===== config.mk =====
export PLATFORM = sky130hd
export DESIGN_NAME = header_block_tokenizer
export DESIGN_NICKNAME = d
export VERILOG_FILES = /design/src/rtl/hbt_pkg.sv /design/src/rtl/hbt_parse.sv /design/src/rtl/hbt_queue.sv /design/src/rtl/header_block_tokenizer.sv
export SDC_FILE = /design/constraint.sdc
export NUM_CORES = 1
export LEC_CHECK = 0
export BUFFER_PORTS_ARGS = -buffer_cell sky130_fd_sc_hd__buf_2
export CORE_MARGIN = 5
export CORE_UTILIZATION = 25
export CTS_BUF_LIST = sky130_fd_sc_hd__clkbuf_8
export CTS_CLUSTER_SIZE = 20
export DETAILED_ROUTE_END_ITERATION = 8
export SLEW_MARGIN = 20
export SYNTH_ARGS = -nofsm -noshare
export SYNTH_HDL_FRONTEND = slang
export SYNTH_SLANG_ARGS = --single-unit

===== constraint.sdc =====
create_clock -name clk -period 5.4 [get_ports clk]
set_input_delay 0.27 -clock clk [delete_from_list [all_inputs] [get_ports clk]]
set_output_delay 0.27 -clock clk [all_outputs]
set_load 0.005 [all_outputs]

===== src/rtl/hbt_pkg.sv =====
// ----------------------------------------------------------------------------
// hbt_pkg
// Shared types and constants of the header block tokenizer.
// ----------------------------------------------------------------------------
package hbt_pkg;

  localparam int LINE_BITS_DEFAULT = 16;
  localparam int QUEUE_DEPTH       = 4;
  localparam int PTR_BITS          = $clog2(QUEUE_DEPTH);

  localparam logic [7:0] CH_COLON   = 8'h3A;
  localparam logic [7:0] CH_NEWLINE = 8'h0A;
  localparam logic [7:0] CH_SPACE   = 8'h20;
  localparam logic [7:0] CH_TAB     = 8'h09;

  localparam logic [2:0] TK_KEY_BYTE     = 3'd0;
  localparam logic [2:0] TK_KEY_END      = 3'd1;
  localparam logic [2:0] TK_VALUE_BYTE   = 3'd2;
  localparam logic [2:0] TK_HEADER_END   = 3'd3;
  localparam logic [2:0] TK_BLOCK_DONE   = 3'd4;
  localparam logic [2:0] TK_BOGUS        = 3'd5;

  localparam logic REG_START_LINE = 1'b0;

  typedef enum logic [2:0] {
    PH_LINE_START,
    PH_KEY,
    PH_SKIP,
    PH_VALUE,
    PH_AFTER_NL,
    PH_DONE,
    PH_BOGUS
  } phase_t;

  typedef struct packed {
    logic [7:0] byte_in;
    logic       end_of_file;
  } item_t;

  typedef struct packed {
    logic [2:0]  token_kind;
    logic [7:0]  data_byte;
    logic [15:0] line_number;
    logic        last_of_step;
  } token_t;

  // Results of one step: first is always present, second only when two is set.
  typedef struct packed {
    logic   two;
    token_t first;
    token_t second;
  } step_out_t;

  function automatic logic [7:0] to_lower(input logic [7:0] b);
    logic [7:0] r;
    r = b;
    if (b >= 8'h41 && b <= 8'h5A) begin
      r = b + 8'h20;
    end
    return r;
  endfunction

endpackage


===== src/rtl/hbt_parse.sv =====
// ----------------------------------------------------------------------------
// hbt_parse
// Parse state machine and line counter; turns one byte into up to two tokens.
// ----------------------------------------------------------------------------
module hbt_parse #(
  parameter int LINE_BITS = hbt_pkg::LINE_BITS_DEFAULT
) (
  input  logic               clk,
  input  logic               rst,
  input  logic               load,
  input  logic [15:0]        start_line,
  input  logic               advance,
  input  hbt_pkg::item_t     item,
  output logic               emit,
  output hbt_pkg::step_out_t step
);
  import hbt_pkg::*;

  localparam int CMP_W = (LINE_BITS > 16) ? LINE_BITS : 16;
  localparam logic [LINE_BITS-1:0] LINE_MAX = {LINE_BITS{1'b1}};

  phase_t               phase, phase_next;
  logic [LINE_BITS-1:0] line_counter, line_counter_next;
  logic [CMP_W-1:0]     start_ext, max_ext, line_ext;
  logic [LINE_BITS-1:0] load_value;
  logic                 eof, nl, blank, bump;
  logic [7:0]           low_byte;
  logic [15:0]          line_out;
  logic [2:0]           kind0, kind1;
  logic [7:0]           data0, data1;
  logic                 n1, n2;

  assign start_ext  = CMP_W'(start_line);
  assign max_ext    = CMP_W'(LINE_MAX);
  assign load_value = (start_ext > max_ext) ? LINE_MAX : start_ext[LINE_BITS-1:0];

  assign eof      = item.end_of_file;
  assign nl       = !eof && item.byte_in == CH_NEWLINE;
  assign blank    = !eof && (item.byte_in == CH_SPACE || item.byte_in == CH_TAB);
  assign low_byte = to_lower(item.byte_in);

  always_comb begin
    phase_next = phase;
    bump  = 1'b0;
    n1    = 1'b0;
    n2    = 1'b0;
    kind0 = TK_KEY_BYTE;
    data0 = 8'd0;
    kind1 = TK_BLOCK_DONE;
    data1 = 8'd0;
    unique case (phase)
      PH_LINE_START: begin
        n1 = 1'b1;
        if (eof || nl) begin
          bump       = nl;
          kind0      = TK_BLOCK_DONE;
          phase_next = PH_DONE;
        end else begin
          kind0      = TK_KEY_BYTE;
          data0      = low_byte;
          phase_next = PH_KEY;
        end
      end
      PH_KEY: begin
        n1 = 1'b1;
        if (eof || nl) begin
          kind0      = TK_BOGUS;
          phase_next = PH_BOGUS;
        end else if (item.byte_in == CH_COLON) begin
          kind0      = TK_KEY_END;
          phase_next = PH_SKIP;
        end else begin
          kind0 = TK_KEY_BYTE;
          data0 = low_byte;
        end
      end
      PH_SKIP, PH_VALUE: begin
        if (eof) begin
          n2         = 1'b1;
          kind0      = TK_HEADER_END;
          kind1      = TK_BLOCK_DONE;
          phase_next = PH_DONE;
        end else if (nl) begin
          bump       = 1'b1;
          phase_next = PH_AFTER_NL;
        end else if (!(blank && phase == PH_SKIP)) begin
          n1         = 1'b1;
          kind0      = TK_VALUE_BYTE;
          data0      = item.byte_in;
          phase_next = PH_VALUE;
        end
      end
      PH_AFTER_NL: begin
        if (blank) begin
          // A folded line: the newline becomes part of the value.
          n1         = 1'b1;
          kind0      = TK_VALUE_BYTE;
          data0      = CH_NEWLINE;
          phase_next = PH_SKIP;
        end else if (eof || nl) begin
          bump       = nl;
          n2         = 1'b1;
          kind0      = TK_HEADER_END;
          kind1      = TK_BLOCK_DONE;
          phase_next = PH_DONE;
        end else begin
          n2         = 1'b1;
          kind0      = TK_HEADER_END;
          kind1      = TK_KEY_BYTE;
          data1      = low_byte;
          phase_next = PH_KEY;
        end
      end
      default: begin
        // Done or bogus: everything is dropped until reset.
      end
    endcase
  end

  assign line_counter_next = (bump && line_counter != LINE_MAX) ?
                             line_counter + 1'b1 : line_counter;
  assign line_ext          = CMP_W'(line_counter_next);
  assign line_out          = line_ext[15:0];

  assign emit = n1 || n2;
  always_comb begin
    step.two                 = n2;
    step.first.token_kind    = kind0;
    step.first.data_byte     = data0;
    step.first.line_number   = line_out;
    step.first.last_of_step  = !n2;
    step.second.token_kind   = kind1;
    step.second.data_byte    = data1;
    step.second.line_number  = line_out;
    step.second.last_of_step = 1'b1;
  end

  always_ff @(posedge clk) begin
    if (rst) begin
      phase        <= PH_LINE_START;
      line_counter <= LINE_BITS'(1);
    end else if (load) begin
      line_counter <= load_value;
    end else if (advance) begin
      phase        <= phase_next;
      line_counter <= line_counter_next;
    end
  end

endmodule


===== src/rtl/hbt_queue.sv =====
// ----------------------------------------------------------------------------
// hbt_queue
// Small queue of steps; hands out one token per cycle while not stalled, two for a double step.
// ----------------------------------------------------------------------------
module hbt_queue (
  input  logic               clk,
  input  logic               rst,
  input  logic               push,
  input  hbt_pkg::step_out_t push_step,
  output logic               has_room,
  output logic               token_valid,
  input  logic               token_stall,
  output hbt_pkg::token_t    token
);
  import hbt_pkg::*;

  step_out_t           entries [QUEUE_DEPTH];
  logic [PTR_BITS-1:0] wr_ptr, rd_ptr;
  logic [PTR_BITS:0]   count;
  logic                half;
  logic                take, pop;
  step_out_t           head;

  assign head        = entries[rd_ptr];
  assign has_room    = count != (PTR_BITS + 1)'(QUEUE_DEPTH);
  assign token_valid = count != '0;
  assign token       = half ? head.second : head.first;
  assign take        = token_valid && !token_stall;
  // The entry leaves once its last token has been taken.
  assign pop         = take && (half || !head.two);

  always_ff @(posedge clk) begin
    if (push) begin
      entries[wr_ptr] <= push_step;
    end
  end

  always_ff @(posedge clk) begin
    if (rst) begin
      wr_ptr <= '0;
      rd_ptr <= '0;
      count  <= '0;
      half   <= 1'b0;
    end else begin
      if (push) begin
        wr_ptr <= wr_ptr + 1'b1;
      end
      if (pop) begin
        rd_ptr <= rd_ptr + 1'b1;
        half   <= 1'b0;
      end else if (take) begin
        half <= 1'b1;
      end
      if (push && !pop) begin
        count <= count + 1'b1;
      end else if (pop && !push) begin
        count <= count - 1'b1;
      end
    end
  end

endmodule


===== src/rtl/header_block_tokenizer.sv =====
// ----------------------------------------------------------------------------
// header_block_tokenizer
// Header block tokenizer with line folding, APB register port on top.
// ----------------------------------------------------------------------------
// One byte is accepted per cycle while the queue has room. It is parsed
// straight out of an input register, and its tokens enter a four-step queue
// as soon as the queue has room. The queue hands out one token per cycle
// while token_stall is low, so a byte that yields two tokens hands them out
// in turn, and the input stalls only when the queue is full. Register
// start_line sits at byte address 0; the user must write it only while the
// block is idle, which the block itself does not enforce.
module header_block_tokenizer #(
  parameter int LINE_BITS = hbt_pkg::LINE_BITS_DEFAULT
) (
  input  logic            clk,
  input  logic            rst,
  input  logic            item_valid,
  output logic            item_stall,
  input  hbt_pkg::item_t  item,
  output logic            token_valid,
  input  logic            token_stall,
  output hbt_pkg::token_t token,
  input  logic            psel,
  input  logic            penable,
  input  logic            pwrite,
  input  logic [2:0]      paddr,
  input  logic [31:0]     pwdata,
  output logic [31:0]     prdata,
  output logic            pready
);
  import hbt_pkg::*;

  item_t     held;
  logic      held_valid;
  logic      has_room;
  logic      advance;
  logic      emit;
  logic      load;
  logic      reg_sel;
  logic [15:0] start_line;
  step_out_t step;

  assign pready  = 1'b1;
  assign reg_sel = paddr[2];
  assign load    = psel && penable && pwrite && pready && reg_sel == REG_START_LINE;
  assign prdata  = (reg_sel == REG_START_LINE) ? {16'd0, start_line} : 32'd0;

  always_ff @(posedge clk) begin
    if (rst) begin
      start_line <= 16'd1;
    end else if (load) begin
      start_line <= pwdata[15:0];
    end
  end

  assign advance    = held_valid && has_room;
  assign item_stall = held_valid && !has_room;

  always_ff @(posedge clk) begin
    if (rst) begin
      held_valid <= 1'b0;
    end else if (!item_stall) begin
      held_valid <= item_valid;
    end
  end

  always_ff @(posedge clk) begin
    if (item_valid && !item_stall) begin
      held <= item;
    end
  end

  hbt_parse #(
    .LINE_BITS(LINE_BITS)
  ) u_parse (
    .clk        (clk),
    .rst        (rst),
    .load       (load),
    .start_line (pwdata[15:0]),
    .advance    (advance),
    .item       (held),
    .emit       (emit),
    .step       (step)
  );

  hbt_queue u_queue (
    .clk         (clk),
    .rst         (rst),
    .push        (advance && emit),
    .push_step   (step),
    .has_room    (has_room),
    .token_valid (token_valid),
    .token_stall (token_stall),
    .token       (token)
  );

endmodule


### After elaboration in Yosys (flattened, before gate mapping)

Memory sizes are Yosys's and may differ from the RTL's. A register that Yosys moved wholly into a read port is not among the register bits.
Cells that the tools add are included.

* add/sub/neg operators: 6
* $lt $le $gt $ge: 3
* muxes and demuxes: 54
* reduce and logical (&&, ||, !) cells: 37
* bitwise gates (word level): 2
* equal/unequal tests: 12

Operators with widths (number)
* 2-to-1 mux 16 bit: 5
* 2-to-1 mux 8 bit: 9
* 2-to-1 mux 3 bit: 15
* one-hot mux 8 bit (4 select lines): 1
* 2-to-1 mux 28 bit: 1
* one-hot mux 3 bit (4 select lines): 2
* adder 16 x 1 -> 16 bit (second input constant): 1
* == test 8 x 4 -> 1 bit (second input constant): 2
* == test 8 x 6 -> 1 bit (second input constant): 2
* > comparator 16 bit (second input constant): 1
* logical AND 1 bit: 16
* inequality test 16 bit (second input constant): 1
* 2-to-1 mux 1 bit: 14
* adder 8 x 6 -> 8 bit (second input constant): 1
* greater-or-equal comparator 8 x 7 -> 1 bit (second input constant): 1
* <= comparator 8 x 7 -> 1 bit (second input constant): 1
* logical NOT 1 bit: 8
* == test 3 x 2 -> 1 bit (second input constant): 2
* 2-to-1 mux 2 bit: 3
* one-hot mux 1 bit (3 select lines): 2
* OR reduction 2 bit: 3
* AND reduction 5 bit: 1
* adder 2 x 1 -> 2 bit (second input constant): 2
* logical OR 1 bit: 4
* 14 further kinds: 16

* RAM bits: 224
* register bits: 53
* memories kept: 1
* input port bits: 51

Memory list
* u_queue.entries: depth 4, width 56, rd ports 1, clocked after Yosys merged registers in 1, write ports 1, line hbt_queue.sv:17 `step_out_t entries [QUEUE_DEPTH];`

### Depth between registers and ports, before layout

Gate-level depths: netlist of the first run.

* depth in word-level cells: 14
* mapped depth: 11
* mapped depth without buffers: 10

### By module

Synthesis of the first run repeated with hierarchy kept, for this count alone.

* cell total of the unflattened synthesis: 861
* area total of the unflattened synthesis: 12603.3 um2

Modules (own cells, without submodules)
* hbt_queue: cells an instance 449, sequential area each 7046.8 um2, times used 1, area each 9090.0 um2
* hbt_parse: cells an instance 291, sequential area each 380.4 um2, times used 1, area each 2205.9 um2
* header_block_tokenizer: cells an instance 121, sequential area each 610.6 um2, times used 1, area each 1307.5 um2

### Least setup slack after synthesis of the first run

OpenSTA, ideal clock, no wires.

* path type: flip-flop to flip-flop
* from: register held[6] in the netlist's numbering
* to: memory u_queue.entries[0][16] in the netlist's numbering (enable)
* required time: 4.967 ns
* buffers on the path: 1
* arrival time: 2.416 ns
* setup time: 0.433 ns
* slack: 2.551 ns
* clock period less this slack: 2.849 ns
* cell stages (with the launch flop): 6
* cell sequence: edfxtp_1 -> clkbuf_1 -> or3b_2 -> a2111oi_2 -> o21ai_0 -> and3_1

* cells in the longest elaborated chain, start to end: 12

Ends and longest elaborated chain
* start: declaration: line header_block_tokenizer.sv:33 `item_t held;`
* start signal: assignment: line header_block_tokenizer.sv:69 `held <= item;`
* == test 8 x 6 -> 1 bit or == test 8 x 4 -> 1 bit (tied branches): line hbt_parse.sv:39 `assign blank = !eof && (item.byte_in == CH_SPACE || item.byte_in == CH_TAB);`
* logical OR 1 bit: line hbt_parse.sv:39
* logical AND 1 bit: line hbt_parse.sv:39
* logical AND 1 bit: line hbt_parse.sv:86 `end else if (!(blank && phase == PH_SKIP)) begin`
* 2-to-1 mux 1 bit: line hbt_parse.sv:86
* 2-to-1 mux 1 bit: line hbt_parse.sv:83 `end else if (nl) begin`
* 2-to-1 mux 1 bit: line hbt_parse.sv:78 `if (eof) begin`
* one-hot mux 1 bit (3 select lines): line hbt_parse.sv:51 `unique case (phase)`
* logical OR 1 bit (*): line hbt_parse.sv:125 `assign emit = n1 || n2;`
* logical AND 1 bit (*): line header_block_tokenizer.sv:89 `.push (advance && emit),`
* 2-to-1 mux 1 bit (*): line hbt_queue.sv:33 `if (push) begin`
* 2-to-1 mux 1 bit (implied by the code) (*): line hbt_queue.sv:34 `entries[wr_ptr] <= push_step;`
* end: declaration: line hbt_queue.sv:17

Every way passes the cells marked *; elsewhere a longest branch is shown, timed or not.

### Worst setup path in the final report of the first run

* from: register held[6] in the netlist's numbering
* to: memory u_queue.entries[3][52] in the netlist's numbering (enable)

Same word-level chain as after synthesis.

==> results of run 1 <==
worst max-delay path, delay by kind of cell, from the launching register on:
family / cells / cell delay, ns
DFF: 1 / 0.58
AOI/OAI and AO/OA: 2 / 0.96
and+or+nand+nor: 2 / 1.19
logic make-up after synthesis:
| family | share of synthesized area [%] |
|---|---|
| AND/OR/NAND/NOR | 13.7 |
| flip-flops | 63.2 |
| AO/OA/AOI/OAI | 6.84 |
| buffers and inverters | 3.46 |
| multiplexers | 9.75 |
| XOR/XNOR | 1.83 |
| adder cells (fa/ha/maj) | 1.18 |
| other | 0.0824 |
worst max-delay path by stage:
stage / start / end / slack [ns] / cells past startpoint
global route: held[6]$_DFFE_PP_ / u_queue.entries[3][52]$_DFFE_PP_ / 2.08 / 4
global placement: held[6]$_DFFE_PP_ / u_queue.entries[1][33]$_DFFE_PP_ / 2.27 / 4
detailed placement: held[6]$_DFFE_PP_ / u_queue.entries[1][33]$_DFFE_PP_ / 2.28 / 4
finish: held[6]$_DFFE_PP_ / u_queue.entries[3][52]$_DFFE_PP_ / 2.26 / 4
floorplan: held[6]$_DFFE_PP_ / u_queue.entries[0][16]$_DFFE_PP_ / 2.55 / 5
CTS: held[6]$_DFFE_PP_ / u_queue.entries[1][52]$_DFFE_PP_ / 2.26 / 4
cell type report:
class | instances | area [um2]
clock buffers | 35 | 482
flip-flops and latches | 207 | 5760
fillers | 3682 | 25500
well taps | 468 | 586
repair buffers | 107 | 668
multi-input cells | 416 | 3100
clock inverters | 29 | 128
inverters | 15 | 56.3
power by group through the flow:
stage                     clock network [mW]  registers, mW  logic, mW
after floorplan                            0           1.89      0.463
after global placement                     0           1.91      0.688
after global routing                    1.35           1.90      0.762
after detailed placement                   0           1.92      0.692
after CTS                               1.26           1.89      0.708
final                                   1.22           1.88      0.681
cell usage in the layout (no fill, tap or decap), types with 19 or more instances in the layout:
| cell type | n |
|---|---|
| inv_1 | 34 |
| dfxtp_1 | 45 |
| nor2_1 | 35 |
| nand2_1 | 77 |
| buf_2 | 78 |
| edfxtp_1 | 161 |
| clkbuf_8 | 35 |
| dlygate4sd3_1 | 24 |
| nor2b_1 | 19 |
| nand3_1 | 22 |
| a21oi_1 | 30 |
| mux4_2 | 38 |
Yosys cell counts (3+ instances only):
master / number / area [um2]
nor2b_1: 19 / 119
o21ai_0: 11 / 55.1
a21oi_1: 30 / 150
and3_1: 12 / 75.1
inv_1: 15 / 56.3
nor4_1: 3 / 18.8
buf_2: 3 / 15.0
and2_1: 9 / 56.3
xor2_1: 7 / 61.3
dfxtp_1: 46 / 921
nor3b_1: 4 / 30.0
nand3b_1: 4 / 30.0
nand3_1: 22 / 110
nor3_1: 17 / 85.1
nand2_1: 77 / 289
a311oi_1: 14 / 123
buf_4: 20 / 150
clkbuf_1: 20 / 75.1
ha_1: 7 / 87.6
edfxtp_1: 161 / 4830
nor2_1: 35 / 131
or4_1: 15 / 113
a21o_1: 3 / 22.5
mux4_2: 38 / 856
buf_1: 5 / 18.8
o21a_1: 3 / 22.5
o31ai_1: 15 / 113
or3_1: 7 / 43.8
xnor2_1: 12 / 105
stage by stage:
stage | area [um2] | worst slack (ns)
global route | 10800 | 2.08
global placement | 9920 | 2.27
detailed placement | 9920 | 2.28
floorplan | 9170 | 2.55
CTS | 10800 | 2.26
finish | 10800 | 2.26
layer usage:
layer / up-vias / routed length [um] / part of all wire [%]
met5: - / 0 / 0
met4: 0 / 401 / 1.9
met3: 32 / 842 / 4.0
met2: 134 / 10400 / 49
met1: 2882 / 9450 / 45
li1: 2750 / - / -
sequential cells by signal, summed over array words and instances, names as in the netlist, 2 cells and up, named ones only:
name / cells
u_parse.line_counter: 16
u_queue.wr_ptr: 2
start_line: 16
u_queue.entries: 152
u_queue.rd_ptr: 2
held: 9
u_queue.count: 3
u_parse.phase: 3
what timing repair did:
action                                 in CTS  in global routing
endpoints found under the hold margin      24                  0
setup endpoints to repair                   0                  0
hold buffers                               24                  0
==> results_dict.tcl, run 1 <==
set metrics [dict create \
    hold-path-endpoint "start_line[0]$_SDFFE_PP1P_" \
    fin_util_pct 29.7 \
    numCtsBuffers 35 \
    r2r-end "u_queue.entries[3][52]$_DFFE_PP_" \
    p_switching_mw 1.03 \
    synth_edf_count 161 \
    root_buffer "clkbuf_8" \
    worstSkewPairLatency_ns 0.52 \
    p_leak_nw 3.72 \
    ctsResizeCount 0 \
    diodes 0 \
    worstPathArrival_ns 3.24 \
    area_growth_pct 18.3 \
    rows 70 \
    fmax_mhz 319 \
    use_met3_pct 1.71 \
    track_usage_pct 10.1 \
    clkSlewWorstSetupHoldPaths_ns 0.05 \
    antenna_found_initial 0 \
    min_path_cells 3 \
    setup_viol 0 \
    io_buffers 78 \
    placedCellCount 1189 \
    coreArea_um2 36300 \
    rrSetupSlack_ns 2.26 \
    slew-limit-headroom_pct 29.2 \
    period_minus_slack_ns 3.14 \
    grt_max_degree 50 \
    synthCells 671 \
    vdd_ir_drop_max_mv 0.133 \
    whs_ns 0.0404 \
    reg2reg_from "held[6]$_DFFE_PP_" \
    use_met2_pct 17.0 \
    min_from "pwdata[0]" \
    ys_seq_area_share_pct 63.2 \
    power_mw 3.79 \
    start_util_pct 25.1 \
    clock_skew_ns 0.0342 \
    drive_above_1_share_pct 21.8 \
    cellPowerDensity_nw_per_um2 351 \
    htreeDepth 2 \
    path_class "register to register" \
    routed_wl_um 21100 \
    cp-end-kind "register" \
    critPathRequiredTime_ns 5.50 \
    gp_congestion 0.751 \
    synthArstFlopShare_pct 0 \
    cp-start-kind "register" \
    drc 0 \
    grt_setup_unrepaired "no" \
    die_area_um2 40400 \
    cts_tree "done" \
    use_met1_pct 13.6 \
    fin_tns_setup_ns 0 \
    hold_path_class "input port to register" \
    nets 841 \
    ys_types 58 \
    post-cts-setup-buffer-count 0 \
    syn_area_um2 9110 \
    drtAntennaViolNets 0 \
    die_h_um 201 \
    r2r_cells 4 \
    p_clk_share_pct 32.2 \
    critPathSlowestCell "and3_2" \
    cp_cell_sequence "or3b_2 -> a2111oi_2 -> o21ai_0 -> and3_2" \
    hold_viol_final 0 \
    avgSynthCellArea_um2 13.6 \
    report.final.slew_viol_count 0 \
    die_w_um 201 \
    power.sequential.fraction_pct 49.8 \
    p_sw_share_pct 27.3 \
    period_share_pct 58.1 \
    slowest_delay_ns 0.68 \
    cp_max_fo 38 \
    ys.flop_type "edfxtp_1" \
    wl_per_cell_um 16.6 \
    firstDrtPassIters 4 \
    cts.sinks 207 \
    maxCapViolations 0 \
    io_pins 114 \
    ys_ff_latch 207 \
    worst_pin_slew_ns 1.06 \
    post-dp-hpwl_um 13400 \
    grt_pass1_vias 5898 \
    yosysWarnings 0 \
    drt-initial-drc-count 320 \
    vias_per_cell 4.54 \
    status "finished clean" \
    grt-busiest-layer "met2" \
    grt-ovfl-total 0 \
    ctsLongestPathBuffers 3 \
    grt_pass1_wl_um 32900 \
    vias 5798 \
    power_frac_comb_pct 18.0 \
    final_cells 1277 \
    p_int_mw 2.75 \
]
Power figures use the tool's default switching activity.
==> run 2: changes to the inputs <==
==> constraint.sdc (replaced) <==
create_clock -name clk -period 2.8 [get_ports clk]
set_input_delay 0.14 -clock clk [delete_from_list [all_inputs] [get_ports clk]]
set_output_delay 0.14 -clock clk [all_outputs]
set_load 0.005 [all_outputs]
==> run 2 against run 1 <==
  * Maximum frequency rose by 19%
  * Non-clock buffer count rose by 34
  * First-iteration DRC count rose by 11%
  * Die area did not move
  * Utilization rose by 1.1 points
  * Critical path depth rose by 6
  * Worst hold slack improved by 0.14 ns
==> results_dict.tcl, run 2 (synthesis gave the netlist of run 1 again) <==
set metrics [dict create \
    p_leak_nw 3.88 \
    post-cts-setup-buffer-count 0 \
    vias 5944 \
    layout_commonest_cell "edfxtp_1" \
    diodes 0 \
    drive_above_1_share_pct 25.4 \
    cp-end-kind "register" \
    root_buffer "clkbuf_8" \
    grt_pass1_vias 6002 \
    use_met2_pct 17.0 \
    worst_pin_slew_ns 0.765 \
    slowest_delay_ns 0.53 \
    nets 876 \
    report.final.slew_viol_count 0 \
    power_mw 7.52 \
    drc 0 \
    use_met3_pct 1.58 \
    worstSkewPairLatency_ns 0.53 \
    period_minus_slack_ns 2.63 \
    grt_pass1_wl_um 33400 \
    wl_per_cell_um 16.4 \
    post-dp-hpwl_um 14500 \
    grt_max_degree 39 \
    final_cell_mix "edfxtp_1 (161), buf_2 (78), nand2_1 (77)" \
    critPathSlowestCell "or3b_2" \
    hold_path_class "input port to register" \
    track_usage_pct 10.2 \
    largest_reg_flops 152 \
    io_pins 114 \
    use_met1_pct 13.9 \
    status "finished clean" \
    drtAntennaViolNets 0 \
    critPathTopFamily "simple AND/OR/NAND/NOR gates" \
    n_fill_cell 3655 \
    slew-limit-headroom_pct 48.9 \
    io_buffers 78 \
    die_area_um2 40400 \
    numCtsBuffers 36 \
    largest_register "u_queue.entries" \
    grt_setup_unrepaired "no" \
    cp-start-kind "register" \
    rows 70 \
    fmax_mhz 380 \
    area_growth_pct 22.7 \
    die_w_um 201 \
    grt-ovfl-total 0 \
    cts_tree "done" \
    cp_max_fo 3 \
    fin_util_pct 30.8 \
    fin_tns_setup_ns 0 \
    ctsLongestPathBuffers 3 \
    grt-busiest-layer "met2" \
    critical_path_buf_inv_count 1 \
    routed_wl_um 21500 \
    vdd_ir_drop_max_mv 0.315 \
    critPathRequiredTime_ns 3.22 \
    gp_congestion 0.844 \
    drt-initial-drc-count 356 \
    place_area_um2 10200 \
    cellPowerDensity_nw_per_um2 673 \
    antenna_found_initial 0 \
    firstDrtPassIters 6 \
    path_class "register to register" \
    die_h_um 201 \
    hold_viol_final 0 \
    worstPathArrival_ns 3.06 \
    start_util_pct 25.1 \
    htreeDepth 2 \
    clkSlewWorstSetupHoldPaths_ns 0.06 \
    period_share_pct 94.0 \
    coreArea_um2 36300 \
    cp_cell_sequence "or3b_2 -> a2111oi_4 -> o21a_1 -> nor2_1 -> ha_1 -> inv_1 -> fa_1 -> xor2_1 -> or3_1 -> a21oi_1" \
    maxCapViolations 0 \
    cts.sinks 207 \
    top_regs "u_queue.entries x152, start_line x16, u_parse.line_counter x16" \
    setup_viol 0 \
    fin_area_um2 11200 \
    vias_per_cell 4.54 \
    clock_skew_ns 0.0378 \
]
## run 2: layer usage
layer	share of wire, %	up-vias
met5	0	-
met4	1.7	0
met3	4.5	29
met2	49	190
met1	45	2906
li1	-	2819
## run 2: worst register-to-register path: cells and delay by family, from the launching register on
kind                     cells  cell delay (ns)
AND/OR/NAND/NOR              3             0.91
AO/OA/AOI/OAI                3             0.74
adder cells (fa/ha/maj)      2             0.40
flip-flops                   1             0.37
buffers and inverters        1             0.07
XOR/XNOR                     1             0.07
## run 2: repair_timing
action | in CTS | in global routing
endpoints found under the hold margin | 41 | 0
resized for setup | 0 | 1
endpoints found under the setup margin | 0 | 2
hold buffers | 27 | 0
## run 2: layout make-up
type | instances | area, um2 | area share, %
multi-input combinational | 416 | 3110 | 27.8
timing repair buffer | 141 | 1020 | 9.11
clock inverter | 24 | 139 | 1.24
clock buffer | 37 | 509 | 4.56
sequential | 207 | 5760 | 51.5
inverter | 15 | 56.3 | 0.504
tap | 468 | 586 | 5.24
## run 2: path summary, 6_finish.rpt
path                              startpoint                             to  slack (ns)  cells past startpoint
setup / recovery           held[1]$_DFFE_PP_  u_queue.count[2]$_SDFFE_PP0P_        0.17                     10
hold / removal                           rst     start_line[1]$_SDFFE_PP0P_        0.18                      2
setup reg to reg           held[1]$_DFFE_PP_  u_queue.count[2]$_SDFFE_PP0P_        0.17                     10
hold reg to reg   start_line[3]$_SDFFE_PP0P_     start_line[3]$_SDFFE_PP0P_        0.45                      2
## run 2: metrics by stage
stage / worst slack (ns) / cells / hold WS, ns
after floorplan: 0.0642 / 686 / 0.239
after detailed placement: 0.111 / 1220 / 0.340
after CTS: 0.0894 / 1308 / 0.144
after global routing: 0.00276 / 1308 / 0.151
after global placement: 0.111 / 1220 / 0.340
final: 0.169 / 1308 / 0.180
## run 2: where the power goes
| part | internal [mW] | switching, mW |
|---|---|---|
| sequential | 3.51 | 0.0863 |
| clock | 1.33 | 1.17 |
| combinational | 0.670 | 0.752 |
| total | 5.51 | 2.01 |
==> run 3: changes to the inputs <==
--- a/config.mk
+++ b/config.mk
@@ -5,6 +5,7 @@
 export SDC_FILE = /design/constraint.sdc
 export NUM_CORES = 1
 export LEC_CHECK = 0
+export ABC_AREA = 1
 export BUFFER_PORTS_ARGS = -buffer_cell sky130_fd_sc_hd__buf_2
 export CORE_MARGIN = 5
 export CORE_UTILIZATION = 25
==> run 3 against run 2 <==
  * Global-route usage increased by 0.13 points
  * Area after synthesis up 0.25%
  * Synthesized cell count grew 38%
  * Non-clock buffer count is 14 lower
  * First-iteration DRC count rose by 2.2%
  * Sequential share of layout area is 0.57 points higher
  * Via count increased by 12%
  * Design area fell by 1.1%
  * Flip-flop and latch count unchanged
  * Die area up 0.23%
  * Critical path type is now register to output port
==> results_dict.tcl, run 3 <==
set metrics [dict create \
    die_h_um 201 \
    diodes 0 \
    synth_common_cells "nor2_1 (177), edfxtp_1 (161), nand2_1 (109)" \
    ctsLongestPathBuffers 3 \
    n_fill_cell 3733 \
    cp-end-kind "output port" \
    netlist_top_cells_area "edfxtp_1 (53%), dfxtp_1 (10%), nor2_1 (7.3%)" \
    cp_common_cell "nor2_1" \
    root_buffer "clkbuf_8" \
    rows 70 \
    synth_most_common_cell "nor2_1" \
    drtAntennaViolNets 0 \
    period_minus_slack_ns 2.51 \
    maxCapViolations 0 \
    post-dp-hpwl_um 14300 \
    ff_latch_area_um2 5760 \
    critPathRequiredTime_ns 2.66 \
    grt-ovfl-total 0 \
    drc 0 \
    critPathSlowestCell "dfxtp_2" \
    vias_per_cell 4.35 \
    place_area_um2 10100 \
    ys_types 39 \
    fin_area_um2 11100 \
    yosysWarnings 0 \
    largest_reg_flops 152 \
    grt_setup_unrepaired "no" \
    area_growth_pct 21.1 \
    vias 6680 \
    ys_seq_area_share_pct 63.0 \
    clock_skew_ns 0.0411 \
    antenna_found_initial 1 \
    coreArea_um2 36300 \
    multi_input_comb_area_um2 2790 \
    fmax_mhz 398 \
    worstPathArrival_ns 2.37 \
    ys.flop_type "edfxtp_1" \
    path_class "register to output port" \
    largest_register "u_queue.entries" \
    top_regs "u_queue.entries x152, start_line x16, u_parse.line_counter x16" \
    synthArstFlopShare_pct 0 \
    syn_area_um2 9130 \
    hold_path_class "input port to register" \
    worst_pin_slew_ns 0.691 \
    grt_pass1_wl_um 34500 \
    status "finished clean" \
    ys_ff_latch 207 \
    fin_util_pct 30.4 \
    slew-limit-headroom_pct 53.6 \
    synthCells 923 \
    io_pins 114 \
    clkSlewWorstSetupHoldPaths_ns 0.07 \
    grt_max_degree 75 \
    track_usage_pct 10.4 \
    firstDrtPassIters 4 \
    drive_above_1_share_pct 15.7 \
    worstSkewPairLatency_ns 0.57 \
    cp_max_fo 34 \
    cellPowerDensity_nw_per_um2 756 \
    io_buffers 78 \
    start_util_pct 25.1 \
    yosysTopAreaCellShare_pct 52.9 \
    die_w_um 201 \
    layout_commonest_cell "nor2_1" \
    avgSynthCellArea_um2 9.89 \
    cp-start-kind "register" \
    htreeDepth 1 \
    yosys.area.top_type "edfxtp_1" \
    wl_per_cell_um 14.1 \
    cts.sinks 207 \
    numCtsBuffers 31 \
    synth_edf_count 161 \
    cts_tree "done" \
    hold_viol_final 0 \
    setup_viol 0 \
    nets 1102 \
    routed_wl_um 21700 \
    gp_congestion 0.813 \
    cp_cell_sequence "buf_4 -> nor2_1 -> nor2_1 -> o21ai_0 -> a21oi_1 -> buf_2" \
    drt-initial-drc-count 364 \
    die_area_um2 40400 \
    period_share_pct 89.7 \
    final_cell_mix "nor2_1 (173), edfxtp_1 (161), inv_1 (111)" \
    slowest_delay_ns 0.52 \
    p_leak_nw 4.27 \
    vdd_ir_drop_max_mv 0.391 \
    grt_pass1_vias 6613 \
    report.final.slew_viol_count 0 \
]
[run 3: kinds of logic after synthesis]
logic type                 synth area share [%]
buffers and inverters                      7.48
adders and majority gates                  1.18
and+or+nand+nor                            15.7
other                                    0.0822
DFF                                        63.0
AOI/OAI and AO/OA                          11.7
xor gates and xnor gates                  0.740
[run 3: cell type report]
| class | count | area share, % |
|---|---|---|
| Inverter | 105 | 3.57 |
| Clock buffer | 33 | 4.11 |
| Multi-Input combinational cell | 571 | 25.2 |
| Timing Repair Buffer | 127 | 8.02 |
| Tap cell | 468 | 5.30 |
| Sequential cell | 207 | 52.1 |
| Clock inverter | 25 | 1.72 |
[run 3: routing by layer]
metal | GRT usage (%) | vias to the layer above | part of all wire, %
met5 | 0 | - | 0
met4 | 2.93 | 0 | 1.9
met3 | 1.22 | 33 | 3.8
met2 | 18.4 | 146 | 49
met1 | 13.4 | 3171 | 45
li1 | - | 3330 | -
[run 3: worst paths after layout]
path | startpoint | depth (start not counted) | endpoint | slack, ns
max reg2reg | held[6]$_DFFE_PP_ | 18 | u_queue.count[2]$_SDFFE_PP0P_ | 0.29
max | register | 6 | token[26] | 0.29
min | psel | 4 | start_line[9]$_SDFFE_PP0P_ | 0.28
min reg2reg | start_line[12]$_SDFFE_PP0P_ | 2 | start_line[12]$_SDFFE_PP0P_ | 0.46
[run 3: report_power, final]
group / total [mW] / leakage (nW) / switching [mW] / internal (mW)
Sequential: 3.82 / 1.86 / 0.150 / 3.67
Combinational: 2.02 / 2.06 / 1.33 / 0.685
Clock: 2.53 / 0.360 / 1.15 / 1.37
Total: 8.36 / 4.27 / 2.63 / 5.73
[run 3: worst max-delay path: cells and delay by family, from the launching register on]
| family | cells | cell delay [ns] |
|---|---|---|
| DFF | 1 | 0.52 |
| buffers and inverters | 2 | 0.60 |
| AOI/OAI and AO/OA | 2 | 0.50 |
| and+or+nand+nor | 2 | 0.18 |
[run 3: stage by stage]
stage	setup WS (ns)	power (mW)	std cells	TNS (ns)	hold WS, ns
after floorplan	-0.606	5.08	938	-92.13	0.209
after global placement	0.134	5.86	1446	0	0.321
after detailed placement	0.103	5.90	1446	0	0.319
after CTS	0.0830	8.47	1534	0	0.277
after global routing	0.00493	8.87	1536	0	0.296
final	0.288	8.36	1536	0	0.282
[run 3: what timing repair did]
item                                    4_1_cts  5_1_grt
resized for setup                             0        6
buffers inserted                              0        2
endpoints found under the setup margin        0        5
endpoints found under the hold margin        42        0
hold buffers                                 30        0
